## src/rtl/ssh_pkg.sv

```systemverilog
package ssh_pkg;

	// Quotient bits produced by each divider lane; covers the widest unclamped factor.
	localparam int QW         = 22;
	localparam int DEN_W      = 15;
	localparam int MAG_W      = 17;
	localparam int Q14_SH     = 14;
	localparam int NUM_W      = MAG_W + Q14_SH;
	localparam int BPS        = 2;
	localparam int DIV_STAGES = QW / BPS;
	localparam int FAC_W      = QW + 1;
	localparam int SUM_W      = 27;
	localparam int PROD_W     = 43;
	localparam int V_W        = 18;
	localparam int IDX_W      = 16;
	localparam int LANES      = 4;

	localparam logic [IDX_W-1:0] ONE_Q14   = 16'd16384;
	localparam logic [V_W-1:0]   V_MAX     = 18'd163844;
	localparam logic [15:0]      RECIP5    = 16'd52429;
	localparam int               RECIP_SH  = 18;
	localparam int               SCALE_SH  = 15;

	typedef enum logic [2:0] {
		REG_PH_LO    = 3'd0,
		REG_PH_HI    = 3'd1,
		REG_MOIST_LO = 3'd2,
		REG_MOIST_HI = 3'd3,
		REG_TEMP_LO  = 3'd4,
		REG_TEMP_HI  = 3'd5,
		REG_BASE     = 3'd6
	} ssh_reg_t;

	typedef struct packed {
		logic              inb;
		logic              zero;
		logic              neg;
		logic [MAG_W-1:0]  mag;
		logic [DEN_W-1:0]  den;
	} ssh_lane_t;

	typedef struct packed {
		logic           inb;
		logic           zero;
		logic           neg;
		logic [QW-1:0]  quo;
	} ssh_quo_t;

	typedef struct packed {
		logic        rec_valid;
		logic [2:0]  cnt;
	} ssh_meta_t;

endpackage

```

## src/rtl/ssh_score.sv

```systemverilog
module ssh_score (
	input  logic                      clk,
	input  logic                      arst_n,
	input  logic                      in_valid,
	input  ssh_pkg::ssh_quo_t         quo [ssh_pkg::LANES],
	input  ssh_pkg::ssh_meta_t        meta,
	input  logic [14:0]               base_scale,
	output logic                      done,
	output logic [ssh_pkg::IDX_W-1:0] resilience_index,
	output logic                      record_valid,
	output logic [2:0]                band_count
);
	import ssh_pkg::*;

	function automatic logic signed [SUM_W-1:0] fac(input ssh_quo_t q);
		logic signed [FAC_W-1:0] f;
		if (q.inb) begin
			f = FAC_W'(ONE_Q14);
		end else if (q.zero) begin
			f = '0;
		end else if (q.neg) begin
			f = -signed'({1'b0, q.quo});
		end else begin
			f = signed'({1'b0, q.quo});
		end
		return SUM_W'(f);
	endfunction

	logic signed [SUM_W-1:0]  sum;
	logic signed [SUM_W-1:0]  sum_s1;
	logic signed [PROD_W-1:0] prod_s2;
	logic [V_W-1:0]           v_s3;
	logic [PROD_W-SCALE_SH-1:0] sh;
	logic [V_W-1:0]           v;
	logic [V_W+15:0]          rmul;
	logic [IDX_W-1:0]         idx_s4;
	logic                     vld_s1, vld_s2, vld_s3, vld_s4;
	ssh_meta_t                meta_s1, meta_s2, meta_s3, meta_s4;

	always_comb begin
		sum = SUM_W'(6) * fac(quo[0]) + SUM_W'(7) * fac(quo[1])
			+ SUM_W'(4) * fac(quo[2]) + SUM_W'(3) * fac(quo[3]);
	end

	// A negative product truncates to a value at or below zero, which clamps to zero.
	// Capping before the divide by five keeps the reciprocal exact and the result at most 2.0.
	always_comb begin
		sh = prod_s2[PROD_W-1:SCALE_SH];
		if (prod_s2[PROD_W-1]) begin
			v = '0;
		end else if (sh > (PROD_W-SCALE_SH)'(V_MAX)) begin
			v = V_MAX;
		end else begin
			v = sh[V_W-1:0];
		end
		rmul = v_s3 * RECIP5;
	end

	always_ff @(posedge clk or negedge arst_n) begin
		if (!arst_n) begin
			vld_s1 <= 1'b0;
			vld_s2 <= 1'b0;
			vld_s3 <= 1'b0;
			vld_s4 <= 1'b0;
		end else begin
			vld_s1 <= in_valid;
			vld_s2 <= vld_s1;
			vld_s3 <= vld_s2;
			vld_s4 <= vld_s3;
		end
	end

	always_ff @(posedge clk) begin
		sum_s1  <= sum;
		meta_s1 <= meta;
		prod_s2 <= PROD_W'(signed'({1'b0, base_scale})) * PROD_W'(sum_s1);
		meta_s2 <= meta_s1;
		v_s3    <= v;
		meta_s3 <= meta_s2;
		idx_s4  <= rmul[RECIP_SH+IDX_W-1:RECIP_SH];
		meta_s4 <= meta_s3;
	end

	assign done             = vld_s4;
	assign resilience_index = idx_s4;
	assign record_valid     = meta_s4.rec_valid;
	assign band_count       = meta_s4.cnt;

endmodule
```

## config.mk

```make
export PLATFORM = sky130hd
export DESIGN_NAME = ssh_score
export DESIGN_NICKNAME = d
export VERILOG_FILES = /design/src/rtl/ssh_pkg.sv /design/src/rtl/ssh_score.sv
export SDC_FILE = /design/constraint.sdc
export NUM_CORES = 2
export LEC_CHECK = 0
export ABC_AREA = 0
export ABC_CLOCK_PERIOD_IN_PS = 7500
export BUFFER_PORTS_ARGS = -buffer_cell sky130_fd_sc_hd__buf_2
export CAP_MARGIN = 20
export CORE_MARGIN = 2
export CORE_UTILIZATION = 50
export CTS_CLUSTER_SIZE = 14
export DETAILED_ROUTE_END_ITERATION = 8
export GPL_TIMING_DRIVEN = 0
export PLACE_DENSITY = 0.78
export SYNTH_ARGS = -nofsm -noshare
export SYNTH_HDL_FRONTEND = slang
export SYNTH_SLANG_ARGS = --single-unit
export TNS_END_PERCENT = 10
```

## constraint.sdc

```tcl
create_clock -name clk -period 7.5 [get_ports clk]
set_input_delay 0.375 -clock clk [delete_from_list [all_inputs] [get_ports clk]]
set_output_delay 0.375 -clock clk [all_outputs]
set_load 0.02 [all_outputs]
```

==> qor.txt <==
Status = completed
GP Congestion = 0.937
Post-placement cell area = 30,800 um^2
Worst-margin pin slew = 0.834 ns
Main synth FF type = dfxtp_1
Vias in the first global route = 23,200
Synth area leaders = fa_1 41%, ha_1 16%, inv_1 10%
Clock Latency Late Sink = 0.39 ns
Critical Path Sink Type = register
Post-DP HPWL = 58,700 um
Setup TNS = 0 ns
Fillers = 5,135
Post-synth cell types = 62
Slew Viols, Final = 0
Layout cells sized above 1 = 6.20%
Buffers added on ports = 132
Worst Path Buf+Inv = 4
Htree depth = 3
Area leader, netlist = fa_1
Die width = 246 um
Hold Crit Class = primary input to register
Netlist Area Pre-Place = 29,200 um^2
Post-synth net total = 4,264
Clock Sinks = 109
Post-Syn Area per Cell = 9.20 um^2
Metal-1 WL = 26,400 um
Number of synthesized flops with an enable pin = 0
GRT Util Overall = 23.5%
DR iter-0 viols = 1,078
Final antenna-violating net count = 0
Nets@finish = 4,407
Row count = 88
Met3 WL = 4490 um
Starting Density = 50.7%
RSZ-0062 raised after global routing = true
DRC Markers = 0
Kind of critical path = primary input to register
Final setup viols = 0
Postcts setup bufs = 0
Top Family by Delay on Critical Path = adder cells
Die Y = 246 um
Total of max-cap violations = 0
Part of the Yosys area used for sequential elements = 7.54%
CTS max path bufs = 2
Worst R2R Setup Slack = 0.54 ns
Metal2 WL = 32,600 um
Top-area cell type share of the netlist area = 41.1%
Final hold vios = 0
Worst EP required = 7.78 ns
Largest net degree at the start of global routing = 22
CTS tree = yes
Core area = 57,700 um^2
First-pass GRT wire length = 113,000 um
Synthesized flop and latch total = 109
Grt total ovfl = 0
Highest routed layer = met5
CP Launch Type = primary input
Die ar. = 60,400 um^2
CP max FO = 6
Crit-path slowest cell = fa_1
DRT Wirelength = 66,600 um
Fmax = 139 MHz
Cts bufs inserted = 9
Routed via count = 21,200
Initial antenna violation count = 7
Final Cycle Share = 95.7%
Pre-CTS setup slack = -0.813 ns
Final min period = 7.18 ns
Post-route design area = 31,400 um^2
Synth Warn # = 0
Slew headroom = 44.2%
Max stage delay on crit path = 0.55 ns
Hold_ws = 0.0872 ns
Top Ports = 143
Slack of the critical path = 0.325 ns
Pre-antenna DRT Iters = 7
Root Driver = clkbuf_16
Async set-reset flop share out of synthesis = 3.67%
Drt wl/cell = 16.3 um
DR vias/cell = 5.17
Reg clk slew, reported paths = 0.09 ns
Worst Skew = 0.0105 ns
Area delta synth->final = 7.31%
Syn Inst Count = 3,177
Most used cell, CP = xnor2_1
Worst EP arrival = 7.45 ns
[registers in the layout (all words and copies together), names as in the netlist, 3 cells and up]
signal / count
band_count: 3
meta_s3: 4
prod_s2: 28
meta_s2: 4
sum_s1: 27
meta_s1: 4
v_s3: 18
resilience_index: 16
[cell usage after synthesis (all sizes together), types with 3 or more instances]
master  number
o21a        15
o41ai       11
ha         365
mux2i        3
or4         13
a31oi        7
dfrtp        4
nor2b       12
nor2       113
nand3       20
o21bai      11
nand2      307
fa         600
a211oi       9
or3         14
o31ai       26
xor2        86
xnor2       88
nand2b      34
a21o        29
o21ai       54
nand4        7
nor4        11
a21oi       57
dfxtp      105
inv        800
o211ai       6
nor3        26
and3        12
clkbuf      85
or2          9
and2       204
[stage by stage]
step | std cells | utilization (%)
floorplan | 3177 | -
global placement | 4074 | 53.5
finish | 4093 | 54.4
CTS | 4090 | 54.1
detailed placement | 4074 | 53.5
global route | 4091 | 54.3
[kinds of logic after synthesis]
family | after synthesis | synth area share (%)
flip-flops | 109 | 7.54
AND/OR/NAND/NOR | 790 | 13.3
XOR/XNOR | 174 | 5.24
AO/OA/AOI/OAI | 251 | 5.73
adder cells (fa/ha/maj) | 965 | 56.7
multiplexers | 3 | 0.103
buffers and inverters | 885 | 11.4
[area by class of cell]
class,instances,area [um^2],share of cell area (%)
clock inverter,7,97.6,0.311
antenna,3,7.51,0.0239
sequential,109,2200,7.02
clock buffer,9,225,0.718
timing repair buffer,133,673,2.15
tap,765,957,3.05
inverter,800,3000,9.58
buffer,84,339,1.08
multi-input combinational,2183,23900,76.1
[cell usage in the layout (no fill, tap or decap), types with 4 or more instances in the layout]
| cell type | netlist | final |
|---|---|---|
| dfxtp_1 | 105 | 105 |
| ha_1 | 365 | 364 |
| or2_2 | 7 | 7 |
| buf_2 | 0 | 131 |
| a31oi_1 | 7 | 5 |
| xnor2_1 | 87 | 85 |
| clkbuf_2 | 0 | 16 |
| a21o_1 | 29 | 29 |
| and3_1 | 12 | 12 |
| nand2_1 | 307 | 307 |
| xor2_1 | 86 | 86 |
| o21a_1 | 15 | 15 |
| a21oi_1 | 57 | 54 |
| and2_1 | 204 | 204 |
| fa_1 | 600 | 600 |
| or4_1 | 11 | 11 |
| nor2b_1 | 12 | 12 |
| nor2_1 | 113 | 112 |
| clkbuf_16 | 0 | 9 |
| a211oi_1 | 9 | 6 |
| dfrtp_1 | 4 | 4 |
| or3_1 | 11 | 10 |
| nor3_1 | 26 | 23 |
| nand2b_1 | 34 | 34 |
| clkbuf_1 | 85 | 67 |
| o21ai_0 | 54 | 52 |
| nand3_1 | 20 | 19 |
| o21bai_1 | 11 | 11 |
| nand4_1 | 7 | 7 |
| o31ai_1 | 26 | 25 |
| inv_1 | 800 | 800 |
| o211ai_1 | 5 | 5 |
| o41ai_1 | 11 | 11 |
| nor4_1 | 11 | 11 |
[path summary, 6_finish.rpt]
path,from,endpoint,depth (start not counted)
worst max register to register,sum_s1[26],prod_s2[41],22
worst min register to register,meta_s2[0],meta_s3[0],0
max in group asynchronous,arst_n,vld_s2,2
worst min-delay path,meta[2],meta_s1[2],1
worst max-delay path,quo[75],sum_s1[26],32
min in group asynchronous,arst_n,done,2
[worst reg2reg max path: stages (launching register included)]
cell and delay, ns:
dfxtp_1 0.50, clkbuf_1 0.46, nand2_1 0.18, inv_1 0.16, fa_1 0.50, fa_1 0.89, inv_1 0.12, fa_1 0.47
fa_1 0.57, fa_1 0.44, fa_1 0.50, inv_1 0.05, ha_1 0.35, a21o_1 0.18, a21o_1 0.17, a21o_1 0.17
a21o_1 0.17, a21oi_1 0.13, o21ai_0 0.11, a21o_1 0.24, a21o_1 0.22, a21oi_1 0.18, xnor2_1 0.14
[per-layer routing]
metal  up-vias  global-route usage [%]
met1     10300                    28.3
met3       172                    3.91
met2       760                    41.4
met4         6                    9.75
li1       9886                       -
met5         -                       0
[what timing repair did]
item,CTS,global route
hold endpoints to repair,4,0
hold buffers,1,0
endpoints found under the setup margin,7,16
pin swaps,3,6
resized for setup,9,59
Power is left out: the tool's default activity adds up to more than one toggle a clock period on the data nets, which glitch-free logic cannot reach.
