==> src/rtl/ssh_pkg.sv <==
package ssh_pkg;

	// Quotient bits produced by each divider lane; covers the widest unclamped factor.
	localparam int QW         = 22;
	localparam int DEN_W      = 15;
	localparam int MAG_W      = 17;
	localparam int Q14_SH     = 14;
	localparam int NUM_W      = MAG_W + Q14_SH;
	localparam int BPS        = 2;
	localparam int DIV_STAGES = QW / BPS;
	localparam int FAC_W      = QW + 1;
	localparam int SUM_W      = 27;
	localparam int PROD_W     = 43;
	localparam int V_W        = 18;
	localparam int IDX_W      = 16;
	localparam int LANES      = 4;

	localparam logic [IDX_W-1:0] ONE_Q14   = 16'd16384;
	localparam logic [V_W-1:0]   V_MAX     = 18'd163844;
	localparam logic [15:0]      RECIP5    = 16'd52429;
	localparam int               RECIP_SH  = 18;
	localparam int               SCALE_SH  = 15;

	typedef enum logic [2:0] {
		REG_PH_LO    = 3'd0,
		REG_PH_HI    = 3'd1,
		REG_MOIST_LO = 3'd2,
		REG_MOIST_HI = 3'd3,
		REG_TEMP_LO  = 3'd4,
		REG_TEMP_HI  = 3'd5,
		REG_BASE     = 3'd6
	} ssh_reg_t;

	typedef struct packed {
		logic              inb;
		logic              zero;
		logic              neg;
		logic [MAG_W-1:0]  mag;
		logic [DEN_W-1:0]  den;
	} ssh_lane_t;

	typedef struct packed {
		logic           inb;
		logic           zero;
		logic           neg;
		logic [QW-1:0]  quo;
	} ssh_quo_t;

	typedef struct packed {
		logic        rec_valid;
		logic [2:0]  cnt;
	} ssh_meta_t;

endpackage

==> src/rtl/ssh_div.sv <==
module ssh_div (
	input  logic              clk,
	input  logic              arst_n,
	input  logic              in_valid,
	input  ssh_pkg::ssh_lane_t lane,
	output logic              out_valid,
	output ssh_pkg::ssh_quo_t  result
);
	import ssh_pkg::*;

	typedef struct packed {
		logic              inb;
		logic              zero;
		logic              neg;
		logic [DEN_W-1:0]  rem;
		logic [DEN_W-1:0]  den;
		logic [QW-1:0]     bits;
		logic [QW-1:0]     quo;
	} ssh_dstage_t;

	// Restoring long division, BPS quotient bits per stage.
	function automatic ssh_dstage_t div_steps(input ssh_dstage_t a);
		ssh_dstage_t r;
		logic [DEN_W:0] t;
		r = a;
		for (int i = 0; i < BPS; i++) begin
			t = {r.rem, r.bits[QW-1]};
			r.bits = {r.bits[QW-2:0], 1'b0};
			if (t >= {1'b0, r.den}) begin
				t = t - {1'b0, r.den};
				r.quo = {r.quo[QW-2:0], 1'b1};
			end else begin
				r.quo = {r.quo[QW-2:0], 1'b0};
			end
			r.rem = t[DEN_W-1:0];
		end
		return r;
	endfunction

	logic [NUM_W-1:0] numer;
	ssh_dstage_t      head;
	ssh_dstage_t      div_s [DIV_STAGES];
	logic             vld_s [DIV_STAGES];

	// The numerator is mag * 16384; its bits above the quotient width are
	// always below the divisor in the cases whose result is used.
	always_comb begin
		numer     = {lane.mag, {Q14_SH{1'b0}}};
		head.inb  = lane.inb;
		head.zero = lane.zero;
		head.neg  = lane.neg;
		head.den  = lane.den;
		head.rem  = DEN_W'(numer >> QW);
		head.bits = numer[QW-1:0];
		head.quo  = '0;
	end

	genvar g;
	generate
		for (g = 0; g < DIV_STAGES; g++) begin : g_stage
			if (g == 0) begin : g_first
				always_ff @(posedge clk or negedge arst_n) begin
					if (!arst_n) begin
						vld_s[g] <= 1'b0;
					end else begin
						vld_s[g] <= in_valid;
					end
				end
				always_ff @(posedge clk) begin
					div_s[g] <= div_steps(head);
				end
			end else begin : g_next
				always_ff @(posedge clk or negedge arst_n) begin
					if (!arst_n) begin
						vld_s[g] <= 1'b0;
					end else begin
						vld_s[g] <= vld_s[g-1];
					end
				end
				always_ff @(posedge clk) begin
					div_s[g] <= div_steps(div_s[g-1]);
				end
			end
		end
	endgenerate

	assign out_valid   = vld_s[DIV_STAGES-1];
	assign result.inb  = div_s[DIV_STAGES-1].inb;
	assign result.zero = div_s[DIV_STAGES-1].zero;
	assign result.neg  = div_s[DIV_STAGES-1].neg;
	assign result.quo  = div_s[DIV_STAGES-1].quo;

endmodule

==> config.mk <==
export PLATFORM = sky130hd
export DESIGN_NAME = ssh_div
export DESIGN_NICKNAME = d
export VERILOG_FILES = /design/src/rtl/ssh_pkg.sv /design/src/rtl/ssh_div.sv
export SDC_FILE = /design/constraint.sdc
export NUM_CORES = 1
export LEC_CHECK = 0
export BUFFER_PORTS_ARGS = -buffer_cell sky130_fd_sc_hd__buf_2
export CORE_ASPECT_RATIO = 0.6
export CORE_UTILIZATION = 60
export DETAILED_ROUTE_END_ITERATION = 6
export GPL_TIMING_DRIVEN = 0
export HOLD_SLACK_MARGIN = 0.03
export PLACE_DENSITY_LB_ADDON = 0.3
export REMOVE_ABC_BUFFERS = 1
export SLEW_MARGIN = 20
export SYNTH_ARGS = -nofsm -noshare
export SYNTH_HDL_FRONTEND = slang
export SYNTH_SLANG_ARGS = --single-unit
==> constraint.sdc <==
create_clock -name clk -period 6.85 [get_ports clk]
set_input_delay 0.685 -clock clk [delete_from_list [all_inputs] [get_ports clk]]
set_output_delay 0.685 -clock clk [all_outputs]
set_load 0.01 [all_outputs]
==> impl_metrics.csv <==
group,metric,value,unit
layout,design.final.nets,3446,
global_route,grtUsageTotal,29.3,%
worst_hold_path,hold_critical_path_endpoint,"div_s[0][72]",
yosys,synth_most_common_cell,"sky130_fd_sc_hd__dfxtp_1",
setup_path,critical_path_class,"flop to flop",
floorplanning,ios,64,
yosys,syn_area,0.0280,mm2
timing,setup_repair_after_global_routing_missed_its_margin,"no",
yosys,synth.top_cells.by_count,"sky130_fd_sc_hd__dfxtp_1, sky130_fd_sc_hd__ha_1, sky130_fd_sc_hd__inv_1, sky130_fd_sc_hd__a21oi_1, sky130_fd_sc_hd__nor2_1",
global_route,leftover_overflow_at_the_end_of_global_routing,0,
global_route,grt_pass1_vias,21000,
place,placement.io_buffers,63,
setup_path,critPathCaptureType,"flop",
global_route,grt_max_degree,26,
yosys,yosys.area.top_type_share,34.1,%
yosys,synth_enable_flop_cells,0,
route,drtAntennaViolNets,0,
route,remaining_routing_drc_violations,0,
route,vias_per_cell,6.11,
yosys,syn_area_per_cell,9.31,um2
floorplanning,die_h,169,um
timing,period_minus_slack,6.60,ns
floorplanning,die_ar,0.0476,mm2
timing,hold-worst-slack,0.209,ns
setup_path,critical_path.max_fanout,18,
place,hpwl,56.0,mm
worst_hold_path,hold_depth,1,
setup_path,reg2reg_to,"div_s[6][66]",
setup_path,worst_ep_required_time,7.30,ns
cts,clk_path_buf_depth,3,
layout,finalCoreUtilization,67.1,%
cts,h-tree-depth,2,
worst_hold_path,worstHoldPathType,"input port to flop",
place,gp_congestion,0.928,
yosys,asyncSetResetFlopFracSynth,2.25,%
outcome,outcome,"complete, no violations",
timing,setup-violations-final,0,
timing,worst_clock_skew,0.0226,ns
route,sum_of_routed_wire_length_over_all_layers,71.1,mm
cts,cts.repair_timing.setup_buffer_count,0,
yosys,yosys_most_used_dff,"sky130_fd_sc_hd__dfxtp_1",
setup_path,worst_setup_sp_type,"flop",
run,maxCapViolCount,0,
worst_hold_path,origin_of_the_worst_min_delay_path,"lane[32]",
floorplanning,coreArea,0.0454,mm2
timing,timing.max_slew.rel_slack,36.9,%
timing,timing.final.hold_violations,0,
layout,fraction_of_layout_cells_with_a_size_suffix_above_1,11.9,%
cts,post_cts_resized,0,
floorplanning,placementRows,60,
layout,antennaDiodeCount,0,
global_route,grt_pass1_wl,112,mm
setup_path,timing.critical_path.from,"div_s[5][42]",
cts,clock-root-buffer,"sky130_fd_sc_hd__clkbuf_16",
yosys,synth_area_leaders,"sky130_fd_sc_hd__dfxtp_1, sky130_fd_sc_hd__ha_1, sky130_fd_sc_hd__mux2_2",
yosys,synthDominantAreaCellType,"sky130_fd_sc_hd__dfxtp_1",
setup_path,regToRegStartpoint,"div_s[5][42]",
global_route,grt_antenna_before_repair,1,
yosys,synthesis.instances,3009,
route,detailed_route_wire_length_per_cell,19.0,um
yosys,synth_sequential_area_ratio,35.1,%
timing,tightest_slew,0.940,ns
cts,tritoncts,"built",
timing,layout_worst_path_cycle_share,96.4,%
cts,clock_transition_time_at_the_flip_flop_clock_pins_of_the_worst_setup_and_hold_paths,0.07,ns
route,vias,22800,
cts,cts_sinks,488,
layout,area_growth_syn_to_layout,8.83,%
cts,tritoncts.num_buffers,45,
floorplanning,start_util,61.7,%
setup_path,reg2reg_setup_slack,0.25,ns
route,drt_iter0_markers,2146,
route,detailedRoute.firstPassIterationCount,6,
yosys,yosys_register_bits,488,
yosys,ys.warnings.count,0,
setup_path,worst_ep_arrival_time,7.05,ns
timing,timing.final.max_slew_violations,0,
setup_path,worst-r2r-cell-count,18,
yosys,yosysUniqueCellTypes,95,
timing,clock.fmax,0.151,GHz
floorplanning,die_w,281,um
cts,clock_insertion_delay_at_the_later_pin_of_the_skew_report,0.58,ns
placed cells by master (no fill, tap or decap), types with 28 or more instances in the layout:
master,count
sky130_fd_sc_hd__mux2_2,147
sky130_fd_sc_hd__ha_1,317
sky130_fd_sc_hd__or3_1,28
sky130_fd_sc_hd__xnor2_1,142
sky130_fd_sc_hd__nor3_1,52
sky130_fd_sc_hd__a211oi_1,36
sky130_fd_sc_hd__a21o_1,68
sky130_fd_sc_hd__xor2_1,67
sky130_fd_sc_hd__dfxtp_1,477
sky130_fd_sc_hd__nand3_1,70
sky130_fd_sc_hd__nor2_1,185
sky130_fd_sc_hd__a21oi_1,212
sky130_fd_sc_hd__a31oi_1,28
sky130_fd_sc_hd__buf_2,63
sky130_fd_sc_hd__nand2_1,165
sky130_fd_sc_hd__nand4_1,34
sky130_fd_sc_hd__clkbuf_16,46
sky130_fd_sc_hd__o21a_1,52
sky130_fd_sc_hd__inv_1,233
sky130_fd_sc_hd__o21ai_0,160
sky130_fd_sc_hd__nor2b_1,31
sky130_fd_sc_hd__nand2b_1,30
logic make-up after synthesis:
kind of cell	count (synthesis)	synth area share, %
and+or+nand+nor	714	12.6
xor gates and xnor gates	209	6.53
muxes	193	7.88
buffers and inverters	286	4.08
adders and majority gates	332	15.2
AOI/OAI and AO/OA	787	18.6
DFF	488	35.1
layer usage:
metal | track usage [%] | vias to the layer above | share of wire [%]
met2 | 38.7 | 1034 | 37
met5 | 1.03 | - | 0.089
li1 | - | 11000 | -
met4 | 5.32 | 2 | 1.5
met3 | 7.94 | 88 | 11
met1 | 46.4 | 10700 | 51
final cells by class:
| class | instances | area [um2] |
|---|---|---|
| clock buffer | 58 | 1260 |
| clock inverter | 24 | 272 |
| fill | 3578 | 14900 |
| inverter | 237 | 890 |
| multi-input combinational | 2235 | 17100 |
| sequential | 488 | 9820 |
| tap | 620 | 776 |
| timing repair buffer | 69 | 385 |
flip-flops by register name (all words and copies together) (netlist names):
name       count
vld_s         10
out_valid      1
div_s        477
timing repair:
item | in CTS | in global routing
hold buffers | 1 | 0
endpoints found under the hold margin | 11 | 0
endpoints found under the setup margin | 0 | 0
worst max path at each step:
stage | end | slack [ns] | cells after the start
finish | div_s[6][66] | 0.25 | 18
global route | div_s[6][65] | 0.04 | 18
CTS | div_s[6][66] | 0.50 | 18
detailed placement | div_s[6][66] | 0.64 | 18
global placement | div_s[2][69] | -0.07 | 17
floorplan | div_s[2][60] | 1.32 | 18
through the flow:
| stage | instance area [um2] | setup TNS (ns) | setup WS, ns | cells |
|---|---|---|---|---|
| 6_report | 30500 | 0 | 0.249 | 3731 |
| 5_1_grt | 30500 | 0 | 0.0397 | 3731 |
| 4_1_cts | 30500 | 0 | 0.501 | 3731 |
| 3_5_place_dp | 28900 | 0 | 0.639 | 3648 |
| 3_3_place_gp | 28900 | -0.185 | -0.0687 | 3643 |
| 2_1_floorplan | 27800 | 0 | 1.32 | 2960 |
critical path, stage by stage, from the launching register on:
cell and delay, ns:
sky130_fd_sc_hd__dfxtp_1 0.41, sky130_fd_sc_hd__inv_1 0.17, sky130_fd_sc_hd__fa_1 0.53, sky130_fd_sc_hd__a211oi_1 0.33, sky130_fd_sc_hd__nor2_1 0.16, sky130_fd_sc_hd__o21ai_2 0.42
sky130_fd_sc_hd__a21oi_2 0.15, sky130_fd_sc_hd__nor3_4 0.66, sky130_fd_sc_hd__inv_2 0.30, sky130_fd_sc_hd__mux2_2 0.36, sky130_fd_sc_hd__ha_1 0.35, sky130_fd_sc_hd__and3_1 0.21
sky130_fd_sc_hd__a22oi_1 0.36, sky130_fd_sc_hd__o31ai_1 0.18, sky130_fd_sc_hd__a41o_1 0.30, sky130_fd_sc_hd__a31oi_1 0.38, sky130_fd_sc_hd__o211a_1 0.40, sky130_fd_sc_hd__nand2_2 0.30
sky130_fd_sc_hd__mux2_1 0.45
Power is not shown: default switching activity piles up to over one toggle a cycle in this logic, so the estimate is an artifact.
